**src/pfa_pkg.sv**
```systemverilog
// ----------------------------------------------------------------------------
// pfa_pkg: shared constants for the pitot frame airspeed block
// Field widths, fixed-point scale factors and step counts of the serial units.
// ----------------------------------------------------------------------------
package pfa_pkg;

    localparam int BYTE_W   = 8;
    localparam int STATUS_W = 2;
    localparam int PRESS_W  = 14;
    localparam int TEMP_W   = 11;
    localparam int TDEG_W   = 12;
    localparam int SPEED_W  = 16;

    localparam int AVG_WEIGHT_DEF = 6;

    localparam logic [STATUS_W-1:0] STATUS_READY = 2'd0;

    // airspeed: |137411*P - 1125670000| * 65536 / 100000, then floor sqrt
    localparam logic [17:0] SPEED_GAIN   = 18'd137411;
    localparam logic [31:0] SPEED_OFFSET = 32'd1125670000;
    localparam logic [16:0] SPEED_DIV    = 17'd100000;
    localparam int          SPD_STEPS    = 31;

    // temperature: (1000*T - 511750) / 10235, truncated toward zero
    localparam logic [9:0]  TEMP_GAIN   = 10'd1000;
    localparam logic [20:0] TEMP_OFFSET = 21'd511750;
    localparam logic [13:0] TEMP_DIV    = 14'd10235;
    localparam int          TMP_STEPS   = 8;

    localparam int ROOT_STEPS = 16;
    localparam int CNT_W      = 5;

    // pressure count at zero differential pressure
    localparam logic [PRESS_W-1:0] PRESS_ZERO = 14'd8192;

endpackage

```
**src/pitot_frame_airspeed.sv**
```systemverilog
// ----------------------------------------------------------------------------
// pitot_frame_airspeed: pitot sensor frame decoder and airspeed readout
// Decodes a four-byte frame, folds ready samples into running averages and
// reports status, averages, temperature and signed Q8.8 airspeed.
// ----------------------------------------------------------------------------
// Input channel (in_valid/in_ready) carries one four-byte frame per beat.
// Output channel (out_valid/out_ready) carries one result beat per frame.
// A frame with status ready first runs a bit-serial divide by AVG_WEIGHT on
// both averages; every frame then takes a step of constant multiplies, a
// bit-serial divide for the airspeed radicand (the temperature divide runs
// alongside it at the start), a bit-serial square root and a final step to
// load the output register.
// One frame is worked on at a time; the next frame can be accepted in the
// cycle after the result is loaded. The serial divide and square-root chain
// sets how long a frame takes.
// The result sits in an output register, so a new frame is accepted and
// processed while the previous result waits; the block holds in its final
// step only if a second result is ready before the first is taken.
// Reset clears both running averages to zero and empties the output register.
// ----------------------------------------------------------------------------
module pitot_frame_airspeed
    import pfa_pkg::*;
#(
    parameter int AVG_WEIGHT = AVG_WEIGHT_DEF
)
(
    input  logic                       clk,
    input  logic                       rst_n,
    input  logic                       in_valid,
    output logic                       in_ready,
    input  logic [BYTE_W-1:0]          frame_byte0,
    input  logic [BYTE_W-1:0]          frame_byte1,
    input  logic [BYTE_W-1:0]          frame_byte2,
    input  logic [BYTE_W-1:0]          frame_byte3,
    output logic                       out_valid,
    input  logic                       out_ready,
    output logic [STATUS_W-1:0]        sensor_status,
    output logic [PRESS_W-1:0]         pressure_average,
    output logic [TEMP_W-1:0]          temp_average,
    output logic signed [TDEG_W-1:0]   temperature_decidegrees,
    output logic signed [SPEED_W-1:0]  airspeed_q8
);

    localparam int WB    = $clog2(AVG_WEIGHT);
    localparam int SUM_W = PRESS_W + WB;
    localparam logic [SUM_W-1:0] WGT_M1 = SUM_W'(AVG_WEIGHT - 1);
    localparam logic [WB:0]      WGT    = (WB + 1)'(AVG_WEIGHT);

    localparam logic [2:0] ST_IDLE = 3'd0;
    localparam logic [2:0] ST_FOLD = 3'd1;
    localparam logic [2:0] ST_MUL  = 3'd2;
    localparam logic [2:0] ST_DIV  = 3'd3;
    localparam logic [2:0] ST_ROOT = 3'd4;
    localparam logic [2:0] ST_FIN  = 3'd5;

    // control and architectural state
    logic [2:0]          state_reg, state_next;
    logic [CNT_W-1:0]    cnt_reg, cnt_next;
    logic                out_valid_reg, out_valid_next;
    logic [PRESS_W-1:0]  pavg_reg, pavg_next;
    logic [TEMP_W-1:0]   tavg_reg, tavg_next;

    // datapath
    logic [STATUS_W-1:0] status_reg, status_next;
    logic [WB-1:0]       pf_rem_reg, pf_rem_next;
    logic [PRESS_W-1:0]  pf_sh_reg, pf_sh_next;
    logic [WB-1:0]       tf_rem_reg, tf_rem_next;
    logic [PRESS_W-1:0]  tf_sh_reg, tf_sh_next;
    logic [16:0]         sd_rem_reg, sd_rem_next;
    logic [30:0]         sd_sh_reg, sd_sh_next;
    logic [13:0]         td_rem_reg, td_rem_next;
    logic [7:0]          td_sh_reg, td_sh_next;
    logic                td_neg_reg, td_neg_next;
    logic [16:0]         rt_rem_reg, rt_rem_next;
    logic [15:0]         rt_root_reg, rt_root_next;
    logic [31:0]         rt_rad_reg, rt_rad_next;

    // output register
    logic [STATUS_W-1:0] o_status_reg, o_status_next;
    logic [PRESS_W-1:0]  o_pavg_reg, o_pavg_next;
    logic [TEMP_W-1:0]   o_tavg_reg, o_tavg_next;
    logic [TDEG_W-1:0]   o_tdeg_reg, o_tdeg_next;
    logic [SPEED_W-1:0]  o_speed_reg, o_speed_next;

    // combinational helpers
    logic [PRESS_W-1:0]  praw;
    logic [TEMP_W-1:0]   traw;
    logic [SUM_W-1:0]    psum, tsum;
    logic [WB:0]         pf_trial, tf_trial;
    logic                pf_ge, tf_ge;
    logic [WB:0]         pf_diff, tf_diff;
    logic [31:0]         sp_prod;
    logic [32:0]         sp_d, sp_abs;
    logic [20:0]         tp_num, tp_mag;
    logic                tp_neg;
    logic [17:0]         sd_trial, sd_diff;
    logic                sd_ge;
    logic [14:0]         td_trial, td_diff;
    logic                td_ge;
    logic [18:0]         rt_cur, rt_trial, rt_diff;
    logic                rt_ge;
    logic [TDEG_W-1:0]   tdeg_mag;
    logic [SPEED_W-1:0]  speed_mag;
    logic                accept, load_out;

    assign in_ready  = (state_reg == ST_IDLE);
    assign accept    = in_valid && in_ready;
    assign load_out  = (state_reg == ST_FIN) && (!out_valid_reg || out_ready);

    assign praw = {frame_byte0[5:0], frame_byte1};
    assign traw = {frame_byte2, frame_byte3[7:5]};
    assign psum = WGT_M1 * SUM_W'(pavg_reg) + SUM_W'(praw);
    assign tsum = WGT_M1 * SUM_W'(tavg_reg) + SUM_W'(traw);

    // one restoring step of the divide by AVG_WEIGHT, both averages
    assign pf_trial = {pf_rem_reg, pf_sh_reg[PRESS_W-1]};
    assign pf_ge    = (pf_trial >= WGT);
    assign pf_diff  = pf_trial - WGT;
    assign tf_trial = {tf_rem_reg, tf_sh_reg[PRESS_W-1]};
    assign tf_ge    = (tf_trial >= WGT);
    assign tf_diff  = tf_trial - WGT;

    // constant multiplies feeding the serial units
    assign sp_prod = 32'(pavg_reg) * 32'(SPEED_GAIN);
    assign sp_d    = {1'b0, sp_prod} - {1'b0, SPEED_OFFSET};
    assign sp_abs  = sp_d[32] ? (33'd0 - sp_d) : sp_d;
    assign tp_num  = 21'(tavg_reg) * 21'(TEMP_GAIN);
    assign tp_neg  = (tp_num < TEMP_OFFSET);
    assign tp_mag  = tp_neg ? (TEMP_OFFSET - tp_num) : (tp_num - TEMP_OFFSET);

    // airspeed radicand divide step
    assign sd_trial = {sd_rem_reg, sd_sh_reg[30]};
    assign sd_ge    = (sd_trial >= {1'b0, SPEED_DIV});
    assign sd_diff  = sd_trial - {1'b0, SPEED_DIV};

    // temperature divide step
    assign td_trial = {td_rem_reg, td_sh_reg[7]};
    assign td_ge    = (td_trial >= {1'b0, TEMP_DIV});
    assign td_diff  = td_trial - {1'b0, TEMP_DIV};

    // square root step: bring in two radicand bits, try root*4 + 1
    assign rt_cur   = {rt_rem_reg, rt_rad_reg[31:30]};
    assign rt_trial = {1'b0, rt_root_reg, 2'b01};
    assign rt_ge    = (rt_cur >= rt_trial);
    assign rt_diff  = rt_cur - rt_trial;

    assign tdeg_mag  = TDEG_W'(td_sh_reg);
    assign speed_mag = rt_root_reg;

    always_comb
    begin
        state_next     = state_reg;
        cnt_next       = cnt_reg;
        out_valid_next = out_valid_reg;
        pavg_next      = pavg_reg;
        tavg_next      = tavg_reg;
        status_next    = status_reg;
        pf_rem_next    = pf_rem_reg;
        pf_sh_next     = pf_sh_reg;
        tf_rem_next    = tf_rem_reg;
        tf_sh_next     = tf_sh_reg;
        sd_rem_next    = sd_rem_reg;
        sd_sh_next     = sd_sh_reg;
        td_rem_next    = td_rem_reg;
        td_sh_next     = td_sh_reg;
        td_neg_next    = td_neg_reg;
        rt_rem_next    = rt_rem_reg;
        rt_root_next   = rt_root_reg;
        rt_rad_next    = rt_rad_reg;
        o_status_next  = o_status_reg;
        o_pavg_next    = o_pavg_reg;
        o_tavg_next    = o_tavg_reg;
        o_tdeg_next    = o_tdeg_reg;
        o_speed_next   = o_speed_reg;

        if (out_valid_reg && out_ready)
        begin
            out_valid_next = 1'b0;
        end

        case (state_reg)
            ST_IDLE:
            begin
                if (accept)
                begin
                    status_next = frame_byte0[7:6];
                    cnt_next    = '0;
                    pf_rem_next = psum[SUM_W-1:PRESS_W];
                    pf_sh_next  = psum[PRESS_W-1:0];
                    tf_rem_next = tsum[SUM_W-1:PRESS_W];
                    tf_sh_next  = tsum[PRESS_W-1:0];
                    // skip the average update unless the sample is ready
                    if (frame_byte0[7:6] == STATUS_READY)
                    begin
                        state_next = ST_FOLD;
                    end
                    else
                    begin
                        state_next = ST_MUL;
                    end
                end
            end
            ST_FOLD:
            begin
                pf_rem_next = pf_ge ? pf_diff[WB-1:0] : pf_trial[WB-1:0];
                pf_sh_next  = {pf_sh_reg[PRESS_W-2:0], pf_ge};
                tf_rem_next = tf_ge ? tf_diff[WB-1:0] : tf_trial[WB-1:0];
                tf_sh_next  = {tf_sh_reg[PRESS_W-2:0], tf_ge};
                cnt_next    = cnt_reg + 1'b1;
                if (cnt_reg == CNT_W'(PRESS_W - 1))
                begin
                    pavg_next  = {pf_sh_reg[PRESS_W-2:0], pf_ge};
                    tavg_next  = tf_sh_next[TEMP_W-1:0];
                    state_next = ST_MUL;
                end
            end
            ST_MUL:
            begin
                sd_rem_next = {1'b0, sp_abs[30:15]};
                sd_sh_next  = {sp_abs[14:0], 16'd0};
                td_rem_next = {1'b0, tp_mag[20:8]};
                td_sh_next  = tp_mag[7:0];
                td_neg_next = tp_neg;
                cnt_next    = '0;
                state_next  = ST_DIV;
            end
            ST_DIV:
            begin
                sd_rem_next = sd_ge ? sd_diff[16:0] : sd_trial[16:0];
                sd_sh_next  = {sd_sh_reg[29:0], sd_ge};
                if (cnt_reg < CNT_W'(TMP_STEPS))
                begin
                    td_rem_next = td_ge ? td_diff[13:0] : td_trial[13:0];
                    td_sh_next  = {td_sh_reg[6:0], td_ge};
                end
                cnt_next = cnt_reg + 1'b1;
                if (cnt_reg == CNT_W'(SPD_STEPS - 1))
                begin
                    rt_rad_next  = {1'b0, sd_sh_reg[29:0], sd_ge};
                    rt_rem_next  = '0;
                    rt_root_next = '0;
                    cnt_next     = '0;
                    state_next   = ST_ROOT;
                end
            end
            ST_ROOT:
            begin
                rt_rem_next  = rt_ge ? rt_diff[16:0] : rt_cur[16:0];
                rt_root_next = {rt_root_reg[14:0], rt_ge};
                rt_rad_next  = {rt_rad_reg[29:0], 2'b00};
                cnt_next     = cnt_reg + 1'b1;
                if (cnt_reg == CNT_W'(ROOT_STEPS - 1))
                begin
                    state_next = ST_FIN;
                end
            end
            ST_FIN:
            begin
                // hold until the output register is free
                if (load_out)
                begin
                    o_status_next  = status_reg;
                    o_pavg_next    = pavg_reg;
                    o_tavg_next    = tavg_reg;
                    o_tdeg_next    = td_neg_reg ? (TDEG_W'(0) - tdeg_mag) : tdeg_mag;
                    o_speed_next   = (pavg_reg < PRESS_ZERO) ? (SPEED_W'(0) - speed_mag)
                                                             : speed_mag;
                    out_valid_next = 1'b1;
                    state_next     = ST_IDLE;
                end
            end
            default:
            begin
                state_next = ST_IDLE;
            end
        endcase
    end

    always_ff @(posedge clk or negedge rst_n)
    begin
        if (!rst_n)
        begin
            state_reg     <= ST_IDLE;
            cnt_reg       <= '0;
            out_valid_reg <= 1'b0;
            pavg_reg      <= '0;
            tavg_reg      <= '0;
        end
        else
        begin
            state_reg     <= state_next;
            cnt_reg       <= cnt_next;
            out_valid_reg <= out_valid_next;
            pavg_reg      <= pavg_next;
            tavg_reg      <= tavg_next;
        end
    end

    always_ff @(posedge clk)
    begin
        status_reg   <= status_next;
        pf_rem_reg   <= pf_rem_next;
        pf_sh_reg    <= pf_sh_next;
        tf_rem_reg   <= tf_rem_next;
        tf_sh_reg    <= tf_sh_next;
        sd_rem_reg   <= sd_rem_next;
        sd_sh_reg    <= sd_sh_next;
        td_rem_reg   <= td_rem_next;
        td_sh_reg    <= td_sh_next;
        td_neg_reg   <= td_neg_next;
        rt_rem_reg   <= rt_rem_next;
        rt_root_reg  <= rt_root_next;
        rt_rad_reg   <= rt_rad_next;
        o_status_reg <= o_status_next;
        o_pavg_reg   <= o_pavg_next;
        o_tavg_reg   <= o_tavg_next;
        o_tdeg_reg   <= o_tdeg_next;
        o_speed_reg  <= o_speed_next;
    end

    assign out_valid               = out_valid_reg;
    assign sensor_status           = o_status_reg;
    assign pressure_average        = o_pavg_reg;
    assign temp_average            = o_tavg_reg;
    assign temperature_decidegrees = o_tdeg_reg;
    assign airspeed_q8             = o_speed_reg;

endmodule

```
**config.mk**
```make
export PLATFORM = sky130hd
export DESIGN_NAME = pitot_frame_airspeed
export DESIGN_NICKNAME = d
export VERILOG_FILES = /design/src/pfa_pkg.sv /design/src/pitot_frame_airspeed.sv
export SDC_FILE = /design/constraint.sdc
export NUM_CORES = 1
export LEC_CHECK = 0
export BUFFER_PORTS_ARGS = -buffer_cell sky130_fd_sc_hd__buf_2
export CAP_MARGIN = 30
export CORE_MARGIN = 1.5
export CORE_UTILIZATION = 65
export DETAILED_ROUTE_END_ITERATION = 8
export HOLD_SLACK_MARGIN = 0.02
export PLACE_DENSITY = 0.83
export SLEW_MARGIN = 20
export SYNTH_ARGS = -nofsm -noshare
export SYNTH_HDL_FRONTEND = slang
export SYNTH_SLANG_ARGS = --single-unit
```
**constraint.sdc**
```tcl
create_clock -name clk -period 21 [get_ports clk]
set_clock_uncertainty 0.2 [all_clocks]
set_input_delay 2.1 -clock clk [delete_from_list [all_inputs] [get_ports clk]]
set_output_delay 2.1 -clock clk [all_outputs]
set_load 0.02 [all_outputs]
```
==> impl_metrics.tcl, run 1 <==
set metrics [dict create \
    status "completed" \
    cts-root-buf "clkbuf_16" \
    io_buffers 87 \
    start_util_pct 66.2 \
    crit_arrival_ns 7.45 \
    cp-start-kind "flip-flop" \
    hpwlAfterDp_mm 35.4 \
    pin_count 93 \
    clock_sinks 258 \
    fp.dieH_um 186 \
    rsz0062_at_grt "false" \
    grtUsageTotal_pct 28.1 \
    largest_reg_flops 32 \
    dr.pass1.iters 5 \
    drc 0 \
    yosysWarnings 0 \
    irDropWorstVdd_uv 71.4 \
    drtIter0Drc 1079 \
    grt_pass1_vias 16200 \
    cts_setup_buffers 0 \
    num-nets-final 2688 \
    hp-class "reg2reg" \
    pre_cts_ws_ns 13.91 \
    synth-simple-area-share_pct 14.0 \
    ys_seq_area_share_pct 35.0 \
    post-route-period-util_pct 34.6 \
    synth_xor_area_share_pct 5.99 \
    cts-resized-gates 0 \
    cts_inserted_buffers 28 \
    post-route-cell-area_mm2 0.0234 \
    setup_viol 0 \
    cts_max_path_buffers 3 \
    synthArstFlopShare_pct 13.2 \
    whs_ns 0.220 \
    r2r_setup_slack_ns 13.73 \
    crit_path_end_kind "flip-flop" \
    p_leak_nw 10.9 \
    hold_viol_final 0 \
    clkTransAtPathRegs_ns 0.06 \
    num-fill-cells 2417 \
    cts_tree "built" \
    wl_mm 47.6 \
    avgSynthCellArea_um2 9.71 \
    rows 66 \
    synth_compound_area_share_pct 12.7 \
    synth_top_family_by_area "adder cells" \
    hold-path-cell-count 0 \
    worst_pin_slew_ns 0.913 \
    grt_pass1_wl_mm 77.6 \
    cellPowerDensity_mw_per_mm2 69.7 \
    r2r-start "pavg_reg[13]$_DFFE_PN0P_" \
    area_growth_pct 7.92 \
    die-width_um 186 \
    max-cap-violations 0 \
    r2r_cells 21 \
    maxSlewViolCount 0 \
    route.detailed.wl_per_inst_um 17.3 \
    placed_area_mm2 0.0224 \
    setup_tns_ns 0 \
    die_area_mm2 0.0344 \
    hold_path_end "sensor_status[0]$_DFFE_PP_" \
    rr_endpoint "sd_rem_reg[15]$_DFFE_PN_" \
    synthesis.nets 2625 \
    ys_ff_latch 258 \
    drive_gt1_share_pct 8.77 \
    gr-total-overflow 0 \
    holdBufCountCts 0 \
    fin_ws_ns 13.73 \
    crit_path_max_fanout 24 \
    relSlewSlack_pct 37.6 \
    clock_latency_ns 0.55 \
    synth_area_mm2 0.0217 \
    synth_flop_cell "edfxtp_1" \
    grt_max_degree 71 \
    syn_inst 2231 \
    place_congestion 0.932 \
    vias 16200 \
    synthMuxAreaShare_pct 1.43 \
    antenna_found_initial 0 \
    coreArea_mm2 0.0327 \
    fmax_mhz 137 \
    finalWorstPathRequiredPeriod_ns 7.27 \
    synth_cell_types 85 \
    yosys.area_share.adder_pct 24.2 \
    required_ns 21.18 \
    path_class "reg2reg" \
    viasPerCell 5.88 \
    hp-start "status_reg[0]$_DFFE_PP_" \
    post-route-util_pct 71.5 \
    h-tree-depth 1 \
    diodes 0 \
    synth_edf_count 224 \
    postRouteAntennaNets 0 \
]
[Yosys cell counts (9+ instances only)]
master    count  area (um2)
inv_1       296        1110
ha_1        258        3230
edfxtp_1    224        6730
nand2_1     218         818
nor2_1      172         646
a21oi_1     120         601
fa_1        100        2000
o21ai_0      96         480
xnor2_1      89         780
xor2_1       59         517
clkbuf_1     55         206
nor3_1       47         235
nand3_1      35         175
dfrtp_1      34         851
and3_1       33         206
a21o_1       26         195
a31oi_1      23         144
mux2i_1      23         230
or2_2        23         144
or3_1        20         125
and2_1       18         113
nand4_1      18         113
o21a_1       17         128
a211oi_1     15         113
nor4_1       15        93.8
o22ai_1      13        81.3
nand2b_1     12        75.1
o211ai_1     10        75.1
o21bai_1     10        75.1
a211o_1       9        78.8
buf_6         9         101
[kinds of logic (layout without fill, tap and decap cells)]
kind of cell | after synthesis | in the layout
xor+xnor | 148 | 148
buf+inv | 369 | 453
mux | 30 | 30
simple gates | 646 | 646
flops | 258 | 258
compound gates | 422 | 422
fa+ha+maj | 358 | 358
[layout make-up]
type | instances | area, um2 | area share, %
clock buffers | 34 | 744 | 3.19
flip-flops and latches | 258 | 7580 | 32.4
inverters | 296 | 1110 | 4.75
well taps | 442 | 553 | 2.37
clock inverters | 17 | 130 | 0.557
multi-input cells | 1604 | 12700 | 54.1
repair buffers | 106 | 602 | 2.58
[metrics by stage]
stage / instances / power [mW]
floorplan: 2231 / 1.05
finish: 2757 / 1.63
global placement: 2701 / 1.13
global route: 2757 / 1.71
detailed placement: 2702 / 1.15
CTS: 2753 / 1.62
[power breakdown]
part | total (mW) | switching (mW) | leakage, nW | internal (mW)
logic | 0.372 | 0.240 | 8.06 | 0.132
registers | 0.783 | 0.0707 | 2.40 | 0.712
clock network | 0.475 | 0.200 | 0.424 | 0.274
[routing by layer]
metal | vias to the layer above | routed length, um | global-route usage, %
li1 | 7894 | - | -
met1 | 7779 | 20600 | 36.6
met2 | 452 | 23600 | 49.8
met3 | 89 | 2330 | 2.97
met4 | 0 | 1100 | 7.90
met5 | - | 0 | 0
[how the worst max path moves through the flow]
stage / from / end / slack, ns
6_report: pavg_reg[13]$_DFFE_PN0P_ / sd_rem_reg[15]$_DFFE_PN_ / 13.73
5_1_grt: pavg_reg[13]$_DFFE_PN0P_ / sd_rem_reg[15]$_DFFE_PN_ / 13.48
4_1_cts: pavg_reg[13]$_DFFE_PN0P_ / sd_rem_reg[11]$_DFFE_PN_ / 13.83
3_5_place_dp: pavg_reg[13]$_DFFE_PN0P_ / sd_rem_reg[15]$_DFFE_PN_ / 13.91
3_3_place_gp: pavg_reg[13]$_DFFE_PN0P_ / sd_rem_reg[13]$_DFFE_PN_ / 13.95
2_1_floorplan: state_reg[2]$_DFFE_PN0P_ / rt_rad_reg[0]$_SDFFCE_PP0P_ / 14.39
[cell usage in the layout (no fill, tap or decap), drive strengths merged, types with 7 or more instances in the layout]
cell type  instances
inv              296
ha               258
edfxtp           224
nand2            218
nor2             172
a21oi            120
buf              105
fa               100
o21ai             97
xnor2             89
xor2              59
nor3              47
nand3             35
clkbuf            35
dfrtp             34
and3              34
a21o              27
or2               23
mux2i             23
a31oi             23
or3               23
and2              18
nand4             18
o21a              17
a211oi            15
nor4              15
o22ai             13
clkinv            13
nand2b            12
o21bai            10
o211ai            10
a211o              9
o31ai              7
mux2               7
nor2b              7
[critical path: stages, from the launching register on]
cell      delay (ns)
dfrtp_1         0.34
buf_4           0.34
inv_1           0.37
ha_1            0.43
inv_1           0.05
ha_1            0.32
ha_1            0.29
inv_1           0.06
fa_1            0.52
fa_1            0.54
inv_1           0.05
fa_1            0.48
ha_1            0.49
nand2_1         0.08
o21ai_1         0.29
a32oi_1         0.21
nand2_1         0.24
mux2i_1         0.48
nand3b_1        0.23
or4b_1          0.60
o2111a_1        0.28
nor3_1          0.18
(Power assumes the default switching activity.)
==> run 2, diff against run 1 <==
ABC_AREA = 1   (was default)
CORE_UTILIZATION = 58   (was 65)
PLACE_DENSITY = 0.79   (was 0.83)
clock period = 6.5 ns   (was 21 ns; I/O delays follow)
==> run 2 against run 1 <==
Against the previous run: sequential power grew to 3.2 times the previous value; final area grew 3.7%; non-clock buffer count grew 3; via count grew 7.9%; fmax grew 21%; critical endpoint is now sd_rem_reg[14]$_DFFE_PN_; clock power grew to 3.8 times the previous value; utilization shrank 7.0 points; synthesized cell count grew 20%; global-route usage shrank 2.2 points; area after synthesis grew 1.8%; sequential cell count is the same.
==> impl_metrics.tcl, run 2 <==
set metrics [dict create \
    gr-total-overflow 0 \
    avgSynthCellArea_um2 8.22 \
    grt_pass1_vias 17500 \
    io_buffers 87 \
    start_util_pct 58.7 \
    drc 0 \
    synth_top_area_share_pct 30.5 \
    rsz0062_at_grt "false" \
    multi_input_area_mm2 0.0124 \
    setup_viol 0 \
    relSlewSlack_pct 41.4 \
    antenna_found_initial 0 \
    cts_tree "built" \
    synthesis.nets 3074 \
    route.detailed.wl_per_inst_um 14.9 \
    cts_setup_buffers 0 \
    cpPeakStageDelay_ns 0.63 \
    crit_path_end_kind "flip-flop" \
    cp_common_cell "nand2_1" \
    clock_latency_ns 0.59 \
    grtUsageTotal_pct 25.9 \
    regArea_mm2 0.00758 \
    die-width_um 198 \
    p_leak_nw 12.5 \
    cts_inserted_buffers 31 \
    crit_arrival_ns 6.14 \
    synth_cell_types 48 \
    wl_mm 49.4 \
    cts-root-buf "clkbuf_16" \
    critPathSlowestCell "dfrtp_1" \
    dr.pass1.iters 5 \
    drtIter0Drc 1034 \
    cp-start-kind "flip-flop" \
    num-nets-final 3171 \
    finalPower_mw 5.98 \
    maxSlewViolCount 0 \
    syn_inst 2680 \
    holdBufCountCts 1 \
    coreArea_mm2 0.0376 \
    crit_path_max_fanout 9 \
    pre_cts_ws_ns 0.535 \
    hp-class "in2reg" \
    pin_count 93 \
    place_congestion 0.891 \
    diodes 0 \
    worst_pin_slew_ns 0.879 \
    max-cap-violations 0 \
    rows 71 \
    status "completed" \
    final_cell_mix "nand2_1, inv_1, ha_1" \
    clkTransAtPathRegs_ns 0.06 \
    synth_edf_count 224 \
    h-tree-depth 1 \
    irDropWorstVdd_uv 210 \
    fin_ws_ns 0.487 \
    synth_common_cells "nand2_1, inv_1, ha_1, edfxtp_1, nor2_1" \
    hpwlAfterDp_mm 38.0 \
    cellPowerDensity_mw_per_mm2 247 \
    critPathBufInv 5 \
    area_growth_pct 9.93 \
    ys_seq_area_share_pct 34.4 \
    finalWorstPathRequiredPeriod_ns 6.01 \
    layout_commonest_cell "nand2_1" \
    yosysWarnings 0 \
    ys_ff_latch 258 \
    path_class "reg2reg" \
    num-fill-cells 3065 \
    synth_area_mm2 0.0220 \
    required_ns 6.62 \
    post-route-period-util_pct 92.5 \
    synth.most_common_cell "nand2_1" \
    largest_reg_flops 32 \
    grt_pass1_wl_mm 82.5 \
    die_area_mm2 0.0392 \
    whs_ns 0.0678 \
    cts-resized-gates 0 \
    clock_sinks 258 \
    cpLargestDelayFamily "adder cells" \
    synth_top_area_cell "edfxtp_1" \
    synth_flop_cell "edfxtp_1" \
    fp.dieH_um 198 \
    postRouteAntennaNets 0 \
    viasPerCell 5.28 \
    hold_viol_final 0 \
    cts_max_path_buffers 3 \
    drive_gt1_share_pct 7.49 \
    grt_max_degree 66 \
    fmax_mhz 166 \
    vias 17500 \
    post-route-util_pct 64.5 \
    setup_tns_ns 0 \
    synth.area.top_cells "edfxtp_1, ha_1, nand2_1" \
    synthArstFlopShare_pct 13.2 \
]
run 2: changes by cell type after synthesis, moves of 23 or more:
| cell | change |
|---|---|
| nand2_1 | +421 |
| inv_1 | +223 |
| nand3_1 | +83 |
| xnor2_1 | -63 |
| nor2_1 | +52 |
| and3_1 | -31 |
| o21ai_0 | +26 |
| clkbuf_1 | -23 |
| mux2i_1 | -23 |
run 2: through the flow:
stage | std cells | area [um2]
floorplan | 2680 | 22000
global placement | 3252 | 23100
detailed placement | 3254 | 23100
CTS | 3313 | 24200
global route | 3313 | 24200
finish | 3313 | 24200
run 2: power by group:
group / switching, mW / total [mW] / internal [mW]
registers: 0.181 / 2.54 / 2.36
logic: 1.15 / 1.63 / 0.474
clock network: 0.723 / 1.81 / 1.09
run 2: final cells by class:
type / count / area share (%)
well taps: 511 / 2.64
clock buffers: 36 / 3.49
flip-flops and latches: 258 / 31.3
multi-input cells: 1853 / 51.0
clock inverters: 22 / 0.935
repair buffers: 109 / 2.57
inverters: 524 / 8.12
run 2: cells by family after synthesis:
family	synth area share [%]
buf+inv	9.90
compound gates	7.91
xor+xnor	3.68
fa+ha+maj	23.7
flops	34.4
simple gates	20.4
run 2: final timing paths:
kind,slack (ns),end,depth (start not counted),start
worst max-delay path,0.49,sd_rem_reg[14]$_DFFE_PN_,26,pavg_reg[6]$_DFFE_PN0P_
worst min-delay path,0.07,status_reg[1]$_DFFE_PP_,1,frame_byte0[7]
worst max register to register,0.49,sd_rem_reg[14]$_DFFE_PN_,26,pavg_reg[6]$_DFFE_PN0P_
worst min register to register,0.22,sensor_status[1]$_DFFE_PP_,0,status_reg[1]$_DFFE_PP_
min in group asynchronous,0.54,tavg_reg[9]$_DFFE_PN0P_,2,rst_n
max in group asynchronous,5.01,pavg_reg[11]$_DFFE_PN0P_,2,rst_n
run 2: worst reg2reg max path: stages, from the launching register on:
cell and delay, ns:
dfrtp_1 0.63, inv_1 0.13, ha_1 0.30, inv_1 0.07, ha_1 0.36, ha_1 0.30, inv_1 0.05, fa_1 0.50
fa_1 0.54, inv_1 0.05, fa_1 0.47, ha_1 0.40, nand2_1 0.13, nor2_1 0.28, nand3_1 0.14, nand4_1 0.11
nand2_1 0.09, inv_1 0.08, nand2_1 0.07, nor2_2 0.22, nand2_2 0.12, nor2_4 0.15, nand3_1 0.12, nand2_1 0.08
nand2_1 0.06, nand3_1 0.06, nand2_1 0.05
run 2: layer usage:
layer  GRT usage (%)  routed length, um  vias to the layer above
li1                -                  -                     8793
met3            2.78               1990                      103
met1            32.7              21700                     8191
met2            46.1              24100                      403
met4            9.08               1600                        0
met5               0                  0                        -
==> run 3, diff against run 2 <==
CORE_MARGIN = default   (was 1.5)
MAX_ROUTING_LAYER = met4   (was default)
SLEW_MARGIN = 30   (was 20)
==> run 3 against run 2 <==
Against the previous run: sequential power hardly changed; sequential cell count stayed put; first-iteration DRC count is 2.0% lower; count of clock-buffer cells in the layout is 1 higher; hold slack better by 0.0037 ns; critical path type unchanged; largest cell class unchanged; largest power group unchanged.
==> impl_metrics.tcl, run 3 (synthesized netlist as in run 2, its figures left out) <==
set metrics [dict create \
    status "completed" \
    fin_cells 3310 \
    setup_tns_ns 0 \
    max-cap-violations 0 \
    grtUsageTotal_pct 26.5 \
    start_util_pct 58.8 \
    cp_common_cell "nand2_1" \
    drtIter0Drc 1013 \
    grt_pass1_wl_mm 81.3 \
    crit_path_end_kind "flip-flop" \
    finalWorstPathRequiredPeriod_ns 5.86 \
    cp-start-kind "flip-flop" \
    diodes 0 \
    pin_count 93 \
    hpwlAfterDp_mm 37.5 \
    fp.dieH_um 197 \
    maxSlewViolCount 0 \
    cts_inserted_buffers 30 \
    critPathBufInv 4 \
    p_leak_nw 12.5 \
    clkTransAtPathRegs_ns 0.06 \
    place_inst 3254 \
    cts_tree "built" \
    viasPerCell 5.25 \
    crit_arrival_ns 5.98 \
    cts_setup_buffers 0 \
    relSlewSlack_pct 43.0 \
    layout_commonest_cell "nand2_1" \
    fmax_mhz 171 \
    cts-root-buf "clkbuf_16" \
    drc 0 \
    clock_latency_ns 0.59 \
    hp-class "in2reg" \
    vias 17400 \
    r2r-start "pavg_reg[7]$_DFFE_PN0P_" \
    die-width_um 197 \
    cts-resized-gates 0 \
    num-fill-cells 3191 \
    coreArea_mm2 0.0375 \
    largest_reg_flops 32 \
    io_buffers 87 \
    crit_path_max_fanout 7 \
    place_congestion 0.930 \
    cts_max_path_buffers 3 \
    die_area_mm2 0.0388 \
    grt_max_degree 66 \
    cpPeakStageDelay_ns 0.54 \
    irDropWorstVdd_uv 222 \
    post-route-period-util_pct 90.2 \
    post-route-util_pct 64.4 \
    rsz0062_at_grt "false" \
    postRouteAntennaNets 0 \
    hold_viol_final 0 \
    hp-start "frame_byte0[6]" \
    num-nets-final 3170 \
    gr-total-overflow 0 \
    area_growth_pct 9.45 \
    path_class "reg2reg" \
    wl_mm 48.5 \
    route.detailed.wl_per_inst_um 14.7 \
    clock_sinks 258 \
    antenna_found_initial 0 \
    rows 71 \
    drive_gt1_share_pct 7.32 \
    required_ns 6.62 \
    setup_viol 0 \
    final_cell_mix "nand2_1, inv_1, ha_1" \
    worst_pin_slew_ns 0.856 \
    critPathSlowestCell "fa_1" \
    cpLargestDelayFamily "adder cells" \
    grt_pass1_vias 17400 \
    cellPowerDensity_mw_per_mm2 241 \
    setup.worst_path.start "pavg_reg[7]$_DFFE_PN0P_" \
    dr.pass1.iters 6 \
    h-tree-depth 1 \
]
[run 3: area by class of cell]
type | count | area (um2) | share of cell area, %
Inverter | 524 | 1970 | 8.16
Clock inverter | 18 | 144 | 0.596
Multi-Input combinational cell | 1853 | 12400 | 51.2
Tap cell | 511 | 639 | 2.65
Sequential cell | 258 | 7580 | 31.4
Clock buffer | 37 | 820 | 3.40
Timing Repair Buffer | 109 | 623 | 2.58
[run 3: worst reg2reg max path, delay by kind of cell, from the launching register on]
family | cells | cell delay, ns
adders and majority gates | 7 | 2.91
DFF | 1 | 0.50
and+or+nand+nor | 14 | 1.71
buffers and inverters | 4 | 0.27
[run 3: worst paths after layout]
path | slack, ns | end | depth (start not counted)
worst max-delay path | 0.64 | sd_rem_reg[14]$_DFFE_PN_ | 25
worst min-delay path | 0.07 | status_reg[0]$_DFFE_PP_ | 1
worst max register to register | 0.64 | sd_rem_reg[14]$_DFFE_PN_ | 25
worst min register to register | 0.23 | sensor_status[1]$_DFFE_PP_ | 0
max in group asynchronous | 5.02 | pavg_reg[13]$_DFFE_PN0P_ | 2
min in group asynchronous | 0.54 | state_reg[1]$_DFFE_PN0P_ | 2
[run 3: repair_timing]
| item | 4_1_cts | 5_1_grt |
|---|---|---|
| hold endpoints to repair | 34 | 0 |
| hold buffers | 1 | 0 |
| setup endpoints to repair | 0 | 0 |
[run 3: power breakdown]
part | total [mW] | switching [mW] | internal, mW
combinational | 1.63 | 1.14 | 0.483
sequential | 2.54 | 0.177 | 2.36
clock | 1.66 | 0.722 | 0.942
[run 3: metal layers]
metal | vias to the layer above | share of wire [%] | wire length, um | global-route usage, %
met2 | 403 | 49 | 23600 | 45.8
met5 | - | 0 | 0 | -
met4 | 0 | 3.2 | 1560 | 9.24
met1 | 8049 | 44 | 21100 | 31.9
met3 | 117 | 4.5 | 2170 | 3.32
li1 | 8813 | - | - | -
[run 3: through the flow]
stage / power (mW) / setup slack, ns / area, um2 / hold WS (ns)
after floorplan: 3.71 / 1.00 / 22000 / 0.154
after global placement: 4.08 / 0.788 / 23100 / 0.205
after detailed placement: 4.18 / 0.724 / 23200 / 0.217
after CTS: 5.86 / 0.673 / 24100 / 0.0515
after global routing: 6.17 / 0.271 / 24100 / 0.0579
final: 5.83 / 0.638 / 24100 / 0.0715
